### config.mk
export PLATFORM = sky130hd
export DESIGN_NAME = controller_button_edge_and_axis_deadzone_unit
export DESIGN_NICKNAME = d
export VERILOG_FILES = /design/src/rtl/cbead_pkg.sv /design/src/rtl/cbead_front.sv /design/src/rtl/cbead_fifo.sv /design/src/rtl/cbead_div.sv /design/src/rtl/cbead_back.sv /design/src/rtl/controller_button_edge_and_axis_deadzone_unit.sv
export SDC_FILE = /design/constraint.sdc
export NUM_CORES = 1
export LEC_CHECK = 0
export ABC_AREA = 1
export BUFFER_PORTS_ARGS = -buffer_cell sky130_fd_sc_hd__buf_2
export CELL_PAD_IN_SITES_DETAIL_PLACEMENT = 1
export CELL_PAD_IN_SITES_GLOBAL_PLACEMENT = 2
export CORE_MARGIN = 1.5
export CORE_UTILIZATION = 35
export CTS_CLUSTER_DIAMETER = 40
export DETAILED_ROUTE_END_ITERATION = 8
export GPL_TIMING_DRIVEN = 1
export PLACE_DENSITY = 0.83
export SLEW_MARGIN = 10
export SYNTH_ARGS = -nofsm -noshare
export SYNTH_HDL_FRONTEND = slang
export SYNTH_SLANG_ARGS = --single-unit
### constraint.sdc
create_clock -name clk -period 4.1 [get_ports clk]
set_input_delay 0.205 -clock clk [delete_from_list [all_inputs] [get_ports clk]]
set_output_delay 0.205 -clock clk [all_outputs]
set_load 0.01 [all_outputs]
### src/rtl/cbead_pkg.sv
// Shared types, constants and helpers for the button edge and axis deadzone unit.
`timescale 1ns / 1ps

package cbead_pkg;

  localparam int NUM_BUTTONS = 16;
  localparam int NUM_AXES    = 8;
  localparam int BTN_IW      = (NUM_BUTTONS > 1) ? $clog2(NUM_BUTTONS) : 1;
  localparam int AXS_IW      = (NUM_AXES > 1) ? $clog2(NUM_AXES) : 1;

  localparam int QUEUE_DEPTH = 2;
  localparam int QPW         = (QUEUE_DEPTH > 1) ? $clog2(QUEUE_DEPTH) : 1;

  localparam logic [14:0] DEADZONE_RESET = 15'd6554;

  localparam logic [1:0] MODE_BUTTON = 2'd0;
  localparam logic [1:0] MODE_AXIS   = 2'd1;
  localparam logic [1:0] MODE_LINK   = 2'd2;

  localparam logic [1:0] ST_RELEASED      = 2'd0;
  localparam logic [1:0] ST_JUST_PRESSED  = 2'd1;
  localparam logic [1:0] ST_PRESSED       = 2'd2;
  localparam logic [1:0] ST_JUST_RELEASED = 2'd3;

  typedef enum logic [1:0] {
    OP_BUTTON,
    OP_AXIS,
    OP_LINK,
    OP_NOP
  } op_t;

  typedef enum logic [0:0] {
    BK_IDLE,
    BK_DIV
  } back_state_t;

  typedef struct packed {
    op_t          op;
    logic         idx_ok;
    logic [7:0]   index;
    logic         level_down;
    logic [15:0]  raw_axis;
    logic         link_state;
  } item_t;

  typedef struct packed {
    logic empty;
    logic full;
  } qstat_t;

  typedef struct packed {
    logic        start;
    logic [15:0] dividend;
    logic [15:0] divisor;
  } div_req_t;

  function automatic logic [1:0] next_status(input logic [1:0] prev, input logic down);
    logic [1:0] res;
    if (down) begin
      res = (prev == ST_RELEASED || prev == ST_JUST_RELEASED) ? ST_JUST_PRESSED : ST_PRESSED;
    end else begin
      res = (prev == ST_PRESSED || prev == ST_JUST_PRESSED) ? ST_JUST_RELEASED : ST_RELEASED;
    end
    return res;
  endfunction

endpackage

### src/rtl/cbead_front.sv
// Front stage: accept input beats, classify them and hand them to the queue.
`timescale 1ns / 1ps

module cbead_front
  import cbead_pkg::*;
(
  input  logic        clk,
  input  logic        rst_n,
  input  logic        in_push,
  output logic        in_full,
  input  logic [1:0]  in_mode,
  input  logic [7:0]  in_index,
  input  logic        in_level_down,
  input  logic signed [15:0] in_raw_axis,
  input  logic        in_link_state,
  input  qstat_t      q_stat,
  output logic        q_push,
  output item_t       q_item
);

  logic  valid_r, valid_nxt;
  item_t item_r, item_nxt;
  logic  accept;

  assign q_push  = valid_r && !q_stat.full;
  assign in_full = valid_r && q_stat.full;
  assign accept  = in_push && !in_full;
  assign q_item  = item_r;

  always_comb begin
    item_nxt            = item_r;
    item_nxt.index      = in_index;
    item_nxt.level_down = in_level_down;
    item_nxt.raw_axis   = in_raw_axis;
    item_nxt.link_state = in_link_state;
    case (in_mode)
      MODE_BUTTON: begin
        item_nxt.op     = OP_BUTTON;
        item_nxt.idx_ok = ({1'b0, in_index} < 9'(NUM_BUTTONS));
      end
      MODE_AXIS: begin
        item_nxt.op     = OP_AXIS;
        item_nxt.idx_ok = ({1'b0, in_index} < 9'(NUM_AXES));
      end
      MODE_LINK: begin
        item_nxt.op     = OP_LINK;
        item_nxt.idx_ok = 1'b1;
      end
      default: begin
        item_nxt.op     = OP_NOP;
        item_nxt.idx_ok = 1'b0;
      end
    endcase
    valid_nxt = accept ? 1'b1 : (q_push ? 1'b0 : valid_r);
  end

  always_ff @(posedge clk) begin
    if (!rst_n) begin
      valid_r <= 1'b0;
    end else begin
      valid_r <= valid_nxt;
    end
  end

  always_ff @(posedge clk) begin
    if (accept) begin
      item_r <= item_nxt;
    end
  end

endmodule

### src/rtl/cbead_fifo.sv
// Short queue of classified items between front and back.
`timescale 1ns / 1ps

module cbead_fifo
  import cbead_pkg::*;
(
  input  logic   clk,
  input  logic   rst_n,
  input  logic   push,
  input  item_t  push_item,
  input  logic   pop,
  output item_t  head,
  output qstat_t stat
);

  item_t          slot_r [QUEUE_DEPTH];
  logic [QPW-1:0] wr_r, wr_nxt, rd_r, rd_nxt;
  logic [QPW:0]   cnt_r, cnt_nxt;
  logic           do_push, do_pop;

  assign stat.empty = (cnt_r == '0);
  assign stat.full  = (cnt_r == (QPW+1)'(QUEUE_DEPTH));
  assign do_push    = push && !stat.full;
  assign do_pop     = pop && !stat.empty;
  assign head       = slot_r[rd_r];

  always_comb begin
    wr_nxt  = wr_r;
    rd_nxt  = rd_r;
    cnt_nxt = cnt_r;
    if (do_push) begin
      wr_nxt = (wr_r == QPW'(QUEUE_DEPTH - 1)) ? '0 : QPW'(wr_r + 1'b1);
    end
    if (do_pop) begin
      rd_nxt = (rd_r == QPW'(QUEUE_DEPTH - 1)) ? '0 : QPW'(rd_r + 1'b1);
    end
    case ({do_push, do_pop})
      2'b10:   cnt_nxt = (QPW+1)'(cnt_r + 1'b1);
      2'b01:   cnt_nxt = (QPW+1)'(cnt_r - 1'b1);
      default: cnt_nxt = cnt_r;
    endcase
  end

  always_ff @(posedge clk) begin
    if (!rst_n) begin
      wr_r  <= '0;
      rd_r  <= '0;
      cnt_r <= '0;
    end else begin
      wr_r  <= wr_nxt;
      rd_r  <= rd_nxt;
      cnt_r <= cnt_nxt;
    end
  end

  always_ff @(posedge clk) begin
    if (do_push) begin
      slot_r[wr_r] <= push_item;
    end
  end

endmodule

### src/rtl/cbead_div.sv
// Restoring divider, one quotient bit per cycle, for the deadzone rescale.
`timescale 1ns / 1ps

module cbead_div
  import cbead_pkg::*;
(
  input  logic        clk,
  input  logic        rst_n,
  input  div_req_t    req,
  output logic        done,
  output logic [15:0] quotient
);

  // Computes floor((dividend << 15) / divisor); the quotient never exceeds 2^15.
  logic [15:0] rem_r, rem_nxt;
  logic [15:0] low_r, low_nxt;
  logic [15:0] quo_r, quo_nxt;
  logic [4:0]  cnt_r, cnt_nxt;
  logic        busy_r, busy_nxt;
  logic        done_r, done_nxt;
  logic [16:0] trial;
  logic        fits;

  assign done     = done_r;
  assign quotient = quo_r;
  assign trial    = {rem_r, low_r[15]};
  assign fits     = (trial >= {1'b0, req.divisor});

  always_comb begin
    rem_nxt  = rem_r;
    low_nxt  = low_r;
    quo_nxt  = quo_r;
    cnt_nxt  = cnt_r;
    busy_nxt = busy_r;
    done_nxt = done_r;
    if (req.start) begin
      rem_nxt  = {1'b0, req.dividend[15:1]};
      low_nxt  = {req.dividend[0], 15'd0};
      quo_nxt  = '0;
      cnt_nxt  = 5'd16;
      busy_nxt = 1'b1;
      done_nxt = 1'b0;
    end else if (busy_r) begin
      rem_nxt = fits ? 16'(trial - {1'b0, req.divisor}) : trial[15:0];
      low_nxt = {low_r[14:0], 1'b0};
      quo_nxt = {quo_r[14:0], fits};
      cnt_nxt = 5'(cnt_r - 1'b1);
      if (cnt_r == 5'd1) begin
        busy_nxt = 1'b0;
        done_nxt = 1'b1;
      end
    end
  end

  always_ff @(posedge clk) begin
    if (!rst_n) begin
      busy_r <= 1'b0;
      done_r <= 1'b0;
      cnt_r  <= '0;
    end else begin
      busy_r <= busy_nxt;
      done_r <= done_nxt;
      cnt_r  <= cnt_nxt;
    end
  end

  always_ff @(posedge clk) begin
    rem_r <= rem_nxt;
    low_r <= low_nxt;
    quo_r <= quo_nxt;
  end

endmodule

### src/rtl/cbead_back.sv
// Back stage: update button, axis and link state and present one result beat per item.
`timescale 1ns / 1ps

module cbead_back
  import cbead_pkg::*;
(
  input  logic        clk,
  input  logic        rst_n,
  input  logic        cfg_we,
  input  logic [14:0] cfg_deadzone,
  input  qstat_t      q_stat,
  input  item_t       q_head,
  output logic        q_pop,
  output logic        out_empty,
  input  logic        out_pop,
  output logic [1:0]  out_press_status,
  output logic signed [15:0] out_axis_out,
  output logic        out_index_ok,
  output logic        out_is_connected
);

  back_state_t state_r, state_nxt;

  logic [1:0]  btn_r [NUM_BUTTONS];
  logic [15:0] axs_r [NUM_AXES];
  logic        link_r, link_nxt;
  logic [14:0] dz_r;

  logic             pend_neg_r, pend_neg_nxt;
  logic [AXS_IW-1:0] pend_idx_r, pend_idx_nxt;

  logic        ov_r, ov_nxt;
  logic [1:0]  os_r, os_nxt;
  logic [15:0] oa_r, oa_nxt;
  logic        ok_r, ok_nxt;
  logic        oc_r, oc_nxt;

  logic        produce, out_free;
  logic        btn_we, axs_we, clear_all;
  logic [1:0]  btn_wd;
  logic [15:0] axs_wd;
  logic [AXS_IW-1:0] axs_wa;
  logic [BTN_IW-1:0] btn_a;
  logic [16:0] mag;
  logic        neg;
  div_req_t    dreq;
  logic        div_done;
  logic [15:0] div_q;
  logic [14:0] clamped;

  cbead_div u_div (
    .clk      (clk),
    .rst_n    (rst_n),
    .req      (dreq),
    .done     (div_done),
    .quotient (div_q)
  );

  assign out_free         = !ov_r || out_pop;
  assign out_empty        = !ov_r;
  assign out_press_status = os_r;
  assign out_axis_out     = oa_r;
  assign out_index_ok     = ok_r;
  assign out_is_connected = oc_r;

  assign btn_a   = q_head.index[BTN_IW-1:0];
  assign neg     = q_head.raw_axis[15];
  assign mag     = neg ? 17'(17'h10000 - {1'b0, q_head.raw_axis})
                       : {1'b0, q_head.raw_axis};
  assign clamped = div_q[15] ? 15'h7fff : div_q[14:0];

  always_comb begin
    state_nxt    = state_r;
    link_nxt     = link_r;
    pend_neg_nxt = pend_neg_r;
    pend_idx_nxt = pend_idx_r;
    q_pop        = 1'b0;
    produce      = 1'b0;
    btn_we       = 1'b0;
    btn_wd       = ST_RELEASED;
    axs_we       = 1'b0;
    axs_wa       = pend_idx_r;
    axs_wd       = '0;
    clear_all    = 1'b0;
    os_nxt       = ST_RELEASED;
    oa_nxt       = '0;
    ok_nxt       = 1'b0;
    oc_nxt       = link_r;
    dreq.start    = 1'b0;
    dreq.dividend = 16'(mag - {2'b0, dz_r});
    dreq.divisor  = 16'(17'h8000 - {2'b0, dz_r});
    case (state_r)
      BK_IDLE: begin
        if (!q_stat.empty && out_free) begin
          q_pop = 1'b1;
          case (q_head.op)
            OP_BUTTON: begin
              produce = 1'b1;
              if (q_head.idx_ok) begin
                btn_we = 1'b1;
                btn_wd = next_status(btn_r[btn_a], q_head.level_down);
                os_nxt = btn_wd;
                ok_nxt = 1'b1;
              end
            end
            OP_AXIS: begin
              if (!q_head.idx_ok) begin
                produce = 1'b1;
              end else if (mag < {2'b0, dz_r}) begin
                // inside the deadzone: store zero right away
                produce = 1'b1;
                axs_we  = 1'b1;
                axs_wa  = q_head.index[AXS_IW-1:0];
                ok_nxt  = 1'b1;
              end else begin
                dreq.start   = 1'b1;
                pend_neg_nxt = neg;
                pend_idx_nxt = q_head.index[AXS_IW-1:0];
                state_nxt    = BK_DIV;
              end
            end
            OP_LINK: begin
              produce  = 1'b1;
              ok_nxt   = 1'b1;
              link_nxt = q_head.link_state;
              oc_nxt   = q_head.link_state;
              clear_all = link_r && !q_head.link_state;
            end
            default: begin
              produce = 1'b1;
            end
          endcase
        end
      end
      BK_DIV: begin
        if (div_done && out_free) begin
          produce   = 1'b1;
          axs_we    = 1'b1;
          axs_wd    = pend_neg_r ? 16'(17'h10000 - {2'b0, clamped}) : {1'b0, clamped};
          oa_nxt    = axs_wd;
          ok_nxt    = 1'b1;
          state_nxt = BK_IDLE;
        end
      end
      default: begin
        state_nxt = BK_IDLE;
      end
    endcase
    ov_nxt = produce ? 1'b1 : (out_pop ? 1'b0 : ov_r);
  end

  always_ff @(posedge clk) begin
    if (!rst_n) begin
      state_r <= BK_IDLE;
      link_r  <= 1'b0;
      dz_r    <= DEADZONE_RESET;
      ov_r    <= 1'b0;
    end else begin
      state_r <= state_nxt;
      link_r  <= link_nxt;
      ov_r    <= ov_nxt;
      if (cfg_we) begin
        dz_r <= cfg_deadzone;
      end
    end
  end

  always_ff @(posedge clk) begin
    if (!rst_n || clear_all) begin
      for (int i = 0; i < NUM_BUTTONS; i++) begin
        btn_r[i] <= ST_RELEASED;
      end
      for (int i = 0; i < NUM_AXES; i++) begin
        axs_r[i] <= '0;
      end
    end else begin
      if (btn_we) begin
        btn_r[btn_a] <= btn_wd;
      end
      if (axs_we) begin
        axs_r[axs_wa] <= axs_wd;
      end
    end
  end

  always_ff @(posedge clk) begin
    pend_neg_r <= pend_neg_nxt;
    pend_idx_r <= pend_idx_nxt;
    if (produce) begin
      os_r <= os_nxt;
      oa_r <= oa_nxt;
      ok_r <= ok_nxt;
      oc_r <= oc_nxt;
    end
  end

endmodule

### src/rtl/controller_button_edge_and_axis_deadzone_unit.sv
// Top level of the controller button edge tracker and axis deadzone conditioner.
`timescale 1ns / 1ps

// Usage:
//   Input channel: drive in_push with one event beat (in_mode, in_index,
//   in_level_down, in_raw_axis, in_link_state); the beat is taken at a clock
//   edge where in_push is high and in_full is low.
//   Result channel: while out_empty is low the oldest result beat sits on the
//   out_ ports; raise out_pop to take it. Exactly one result per event.
//   Configuration: cfg_we writes cfg_deadzone (Q0.15) at the clock edge;
//   write it only while no event is in flight.
// Flow:
//   Button, link, invalid and in-deadzone axis events pass through the queue
//   push and the back update register before they appear. Axis samples on or past
//   the deadzone edge go through the restoring divider in the back stage, which
//   takes no new event until the division is done; other events go at one per
//   cycle while out_pop is held high.
// Reset (rst_n low, synchronous): all buttons released, all axes zero, link
//   down, deadzone back to 6554, queues empty.
// Stall: when out_pop stays low the single result register holds; the back
//   stops, the queue fills and then in_full rises. No beat is lost.

module controller_button_edge_and_axis_deadzone_unit
  import cbead_pkg::*;
(
  input  logic        clk,
  input  logic        rst_n,
  input  logic        in_push,
  output logic        in_full,
  input  logic [1:0]  in_mode,
  input  logic [7:0]  in_index,
  input  logic        in_level_down,
  input  logic signed [15:0] in_raw_axis,
  input  logic        in_link_state,
  output logic        out_empty,
  input  logic        out_pop,
  output logic [1:0]  out_press_status,
  output logic signed [15:0] out_axis_out,
  output logic        out_index_ok,
  output logic        out_is_connected,
  input  logic        cfg_we,
  input  logic [14:0] cfg_deadzone
);

  qstat_t q_stat;
  item_t  push_item, head_item;
  logic   q_push, q_pop;

  // accept and classify
  cbead_front u_front (
    .clk           (clk),
    .rst_n         (rst_n),
    .in_push       (in_push),
    .in_full       (in_full),
    .in_mode       (in_mode),
    .in_index      (in_index),
    .in_level_down (in_level_down),
    .in_raw_axis   (in_raw_axis),
    .in_link_state (in_link_state),
    .q_stat        (q_stat),
    .q_push        (q_push),
    .q_item        (push_item)
  );

  // decouple the two sides
  cbead_fifo u_fifo (
    .clk       (clk),
    .rst_n     (rst_n),
    .push      (q_push),
    .push_item (push_item),
    .pop       (q_pop),
    .head      (head_item),
    .stat      (q_stat)
  );

  // execute against the state tables and hold the result beat
  cbead_back u_back (
    .clk              (clk),
    .rst_n            (rst_n),
    .cfg_we           (cfg_we),
    .cfg_deadzone     (cfg_deadzone),
    .q_stat           (q_stat),
    .q_head           (head_item),
    .q_pop            (q_pop),
    .out_empty        (out_empty),
    .out_pop          (out_pop),
    .out_press_status (out_press_status),
    .out_axis_out     (out_axis_out),
    .out_index_ok     (out_index_ok),
    .out_is_connected (out_is_connected)
  );

endmodule
==> metrics.yaml <==
h-tree-depth: 4
slew_headroom_pct: 35.9
async_flop_share_pct: 0
drc: 0
fin_crit_sh_pct: 91.3
setup_slack_ns: 0.355
outcome: "finished, final reports clean"
die_w_um: 174
power.density_nw_per_um2: 666
critical_path_class: "reg2reg"
postSynthAreaPerCell_um2: 8.47
dpl_cell_area_um2: 11100
max_freq_mhz: 267
required_ns: 4.26
dr.pass1.iters: 4
wirelength_um: 26400
dieArea_um2: 30400
core_um2: 28800
cts.sinks: 192
clk_latency_ns: 0.44
place_inst: 1648
ys_ff_latch: 192
fin_cells: 1712
startpoint_type: "flip-flop"
cp.arrival_ns: 3.90
cts_root_buffer: "clkbuf_16"
syn_area_um2: 10300
report.final.slew_viol_count: 0
min_from: "cfg_deadzone[10]"
boundaryPins: 70
overflow: 0
design_area_um2: 12000
yosysSeqAreaShare_pct: 51.4
grt_usage_pct: 18.0
grt_pass1_wl_um: 43600
pre_cts_slack_ns: 0.197
place_congestion: 0.817
hold_viol_final: 0
nets: 1402
final_cell_mix: "nand2_1, inv_1, edfxtp_1"
setup_viol: 0
cts_buffers: 17
finalPower_mw: 8.00
drtIter0Drc: 429
synth_fp_nets: 1301
diodes: 0
finClkSkew_ns: 0.0156
drive_gt1_share_pct: 11.7
clockBufferDepth: 2
hp-class: "in2reg"
fin_crit_ns: 3.74
rows: 62
cp_slowest_cell: "dfxtp_1"
worst_pin_slew_ns: 0.960
grt_max_degree: 34
dp_hpwl_um: 19200
synthDistinctLibCells: 43
synth_edf_count: 144
ys.flop_type: "edfxtp_1"
yosys_warnings: 0
routed_via_density: 4.79
crit_fanout: 18
wl_per_cell_um: 15.4
antenna_found_initial: 0
fill_cells: 3412
crit_top_cell: "nand2_1"
p_leak_nw: 5.24
crit_path_max_incr_delay_ns: 0.36
fp.dieH_um: 174
initial_core_util_pct: 35.7
cap_violations: 0
port_buffers: 69
vdd.ir_drop.worst_mv: 0.233
grt_pass1_vias: 8600
cts_tree: "built"
whs_ns: 0.0501
clk_pin_slew_ns: 0.09
area_growth_pct: 16.9
vias: 8202
endpoint_kind: "flip-flop"
syn_inst: 1214
final_common_cell: "nand2_1"
drtAntennaViolNets: 0
-- area by class of cell --
class	instances	area, um2	share of cell area [%]
timing repair buffer	116	810	6.74
multi-input combinational	836	4290	35.7
tap	384	480	4.00
clock buffer	17	425	3.54
inverter	152	571	4.75
clock inverter	15	159	1.32
sequential	192	5290	44.0
-- layer usage --
layer / GRT usage (%) / wire (um)
met3: 2.65 / 684
met5: 0 / 0
met1: 24.0 / 12900
met2: 30.4 / 12500
met4: 4.99 / 357
-- worst max-delay path, delay by kind of cell, from the launching register on --
family | cells | cell delay [ns]
simple gates | 15 | 1.66
buf+inv | 5 | 0.57
fa+ha+maj | 2 | 0.46
flops | 1 | 0.36
compound gates | 2 | 0.27
xor+xnor | 1 | 0.13
-- Yosys cell counts, drive strengths merged (2+ instances only) --
library cell	instances	area, um2
o211ai	19	143
a21oi	68	340
nand2	344	1310
nor3	9	45.0
edfxtp	144	4320
fa	2	40.0
buf	18	108
nand3b	4	30.0
nor2	124	483
nand4	7	43.8
dfxtp	48	961
inv	151	567
clkbuf	16	60.1
nor4	2	12.5
o21a	7	52.6
xor2	31	272
o21ai	85	429
ha	37	463
xnor2	15	131
nand3	57	295
or2	15	93.9
-- through the flow --
step                utilization (%)  TNS (ns)
global placement               38.5         0
CTS                            41.6         0
finish                         41.8         0
floorplan                         -         0
detailed placement             38.5         0
global route                   41.8    -0.661
-- kinds of logic after synthesis --
group / after synthesis / share of synthesized area [%]
mux: 1 / 0.0974
xor+xnor: 46 / 3.92
simple gates: 563 / 22.6
buf+inv: 186 / 7.18
fa+ha+maj: 39 / 4.89
compound gates: 187 / 9.96
flops: 192 / 51.4
-- where the power goes --
| group | internal [mW] | switching (mW) |
|---|---|---|
| combinational | 1.27 | 2.33 |
| sequential | 2.52 | 0.201 |
| clock | 0.821 | 0.854 |
-- final timing paths --
check	end	slack [ns]	cells past startpoint
worst min register to register	u_fifo.slot_r[1][28]	0.45	0
worst max-delay path	u_back.out_index_ok	0.36	25
worst min-delay path	u_back.dz_r[10]	0.05	3
worst max register to register	u_back.out_index_ok	0.36	25
-- sequential cells by signal (all words and copies together) (netlist names), 2 cells and up, named ones only --
| name | flops |
|---|---|
| u_fifo.slot_r | 50 |
| u_back.btn_r | 32 |
| u_front.q_item | 25 |
| u_back.out_axis_out | 16 |
| u_back.u_div.quotient | 16 |
| u_back.u_div.rem_r | 16 |
| u_back.dz_r | 15 |
| u_back.u_div.cnt_r | 5 |
| u_back.out_press_status | 2 |
| u_fifo.cnt_r | 2 |
-- timing repair --
action	CTS	global route
hold buffers	31	0
resized for setup	0	9
endpoints found under the setup margin	0	70
endpoints found under the hold margin	31	0
setup buffers	0	0
Note: power is estimated with default switching activity, not from simulation.
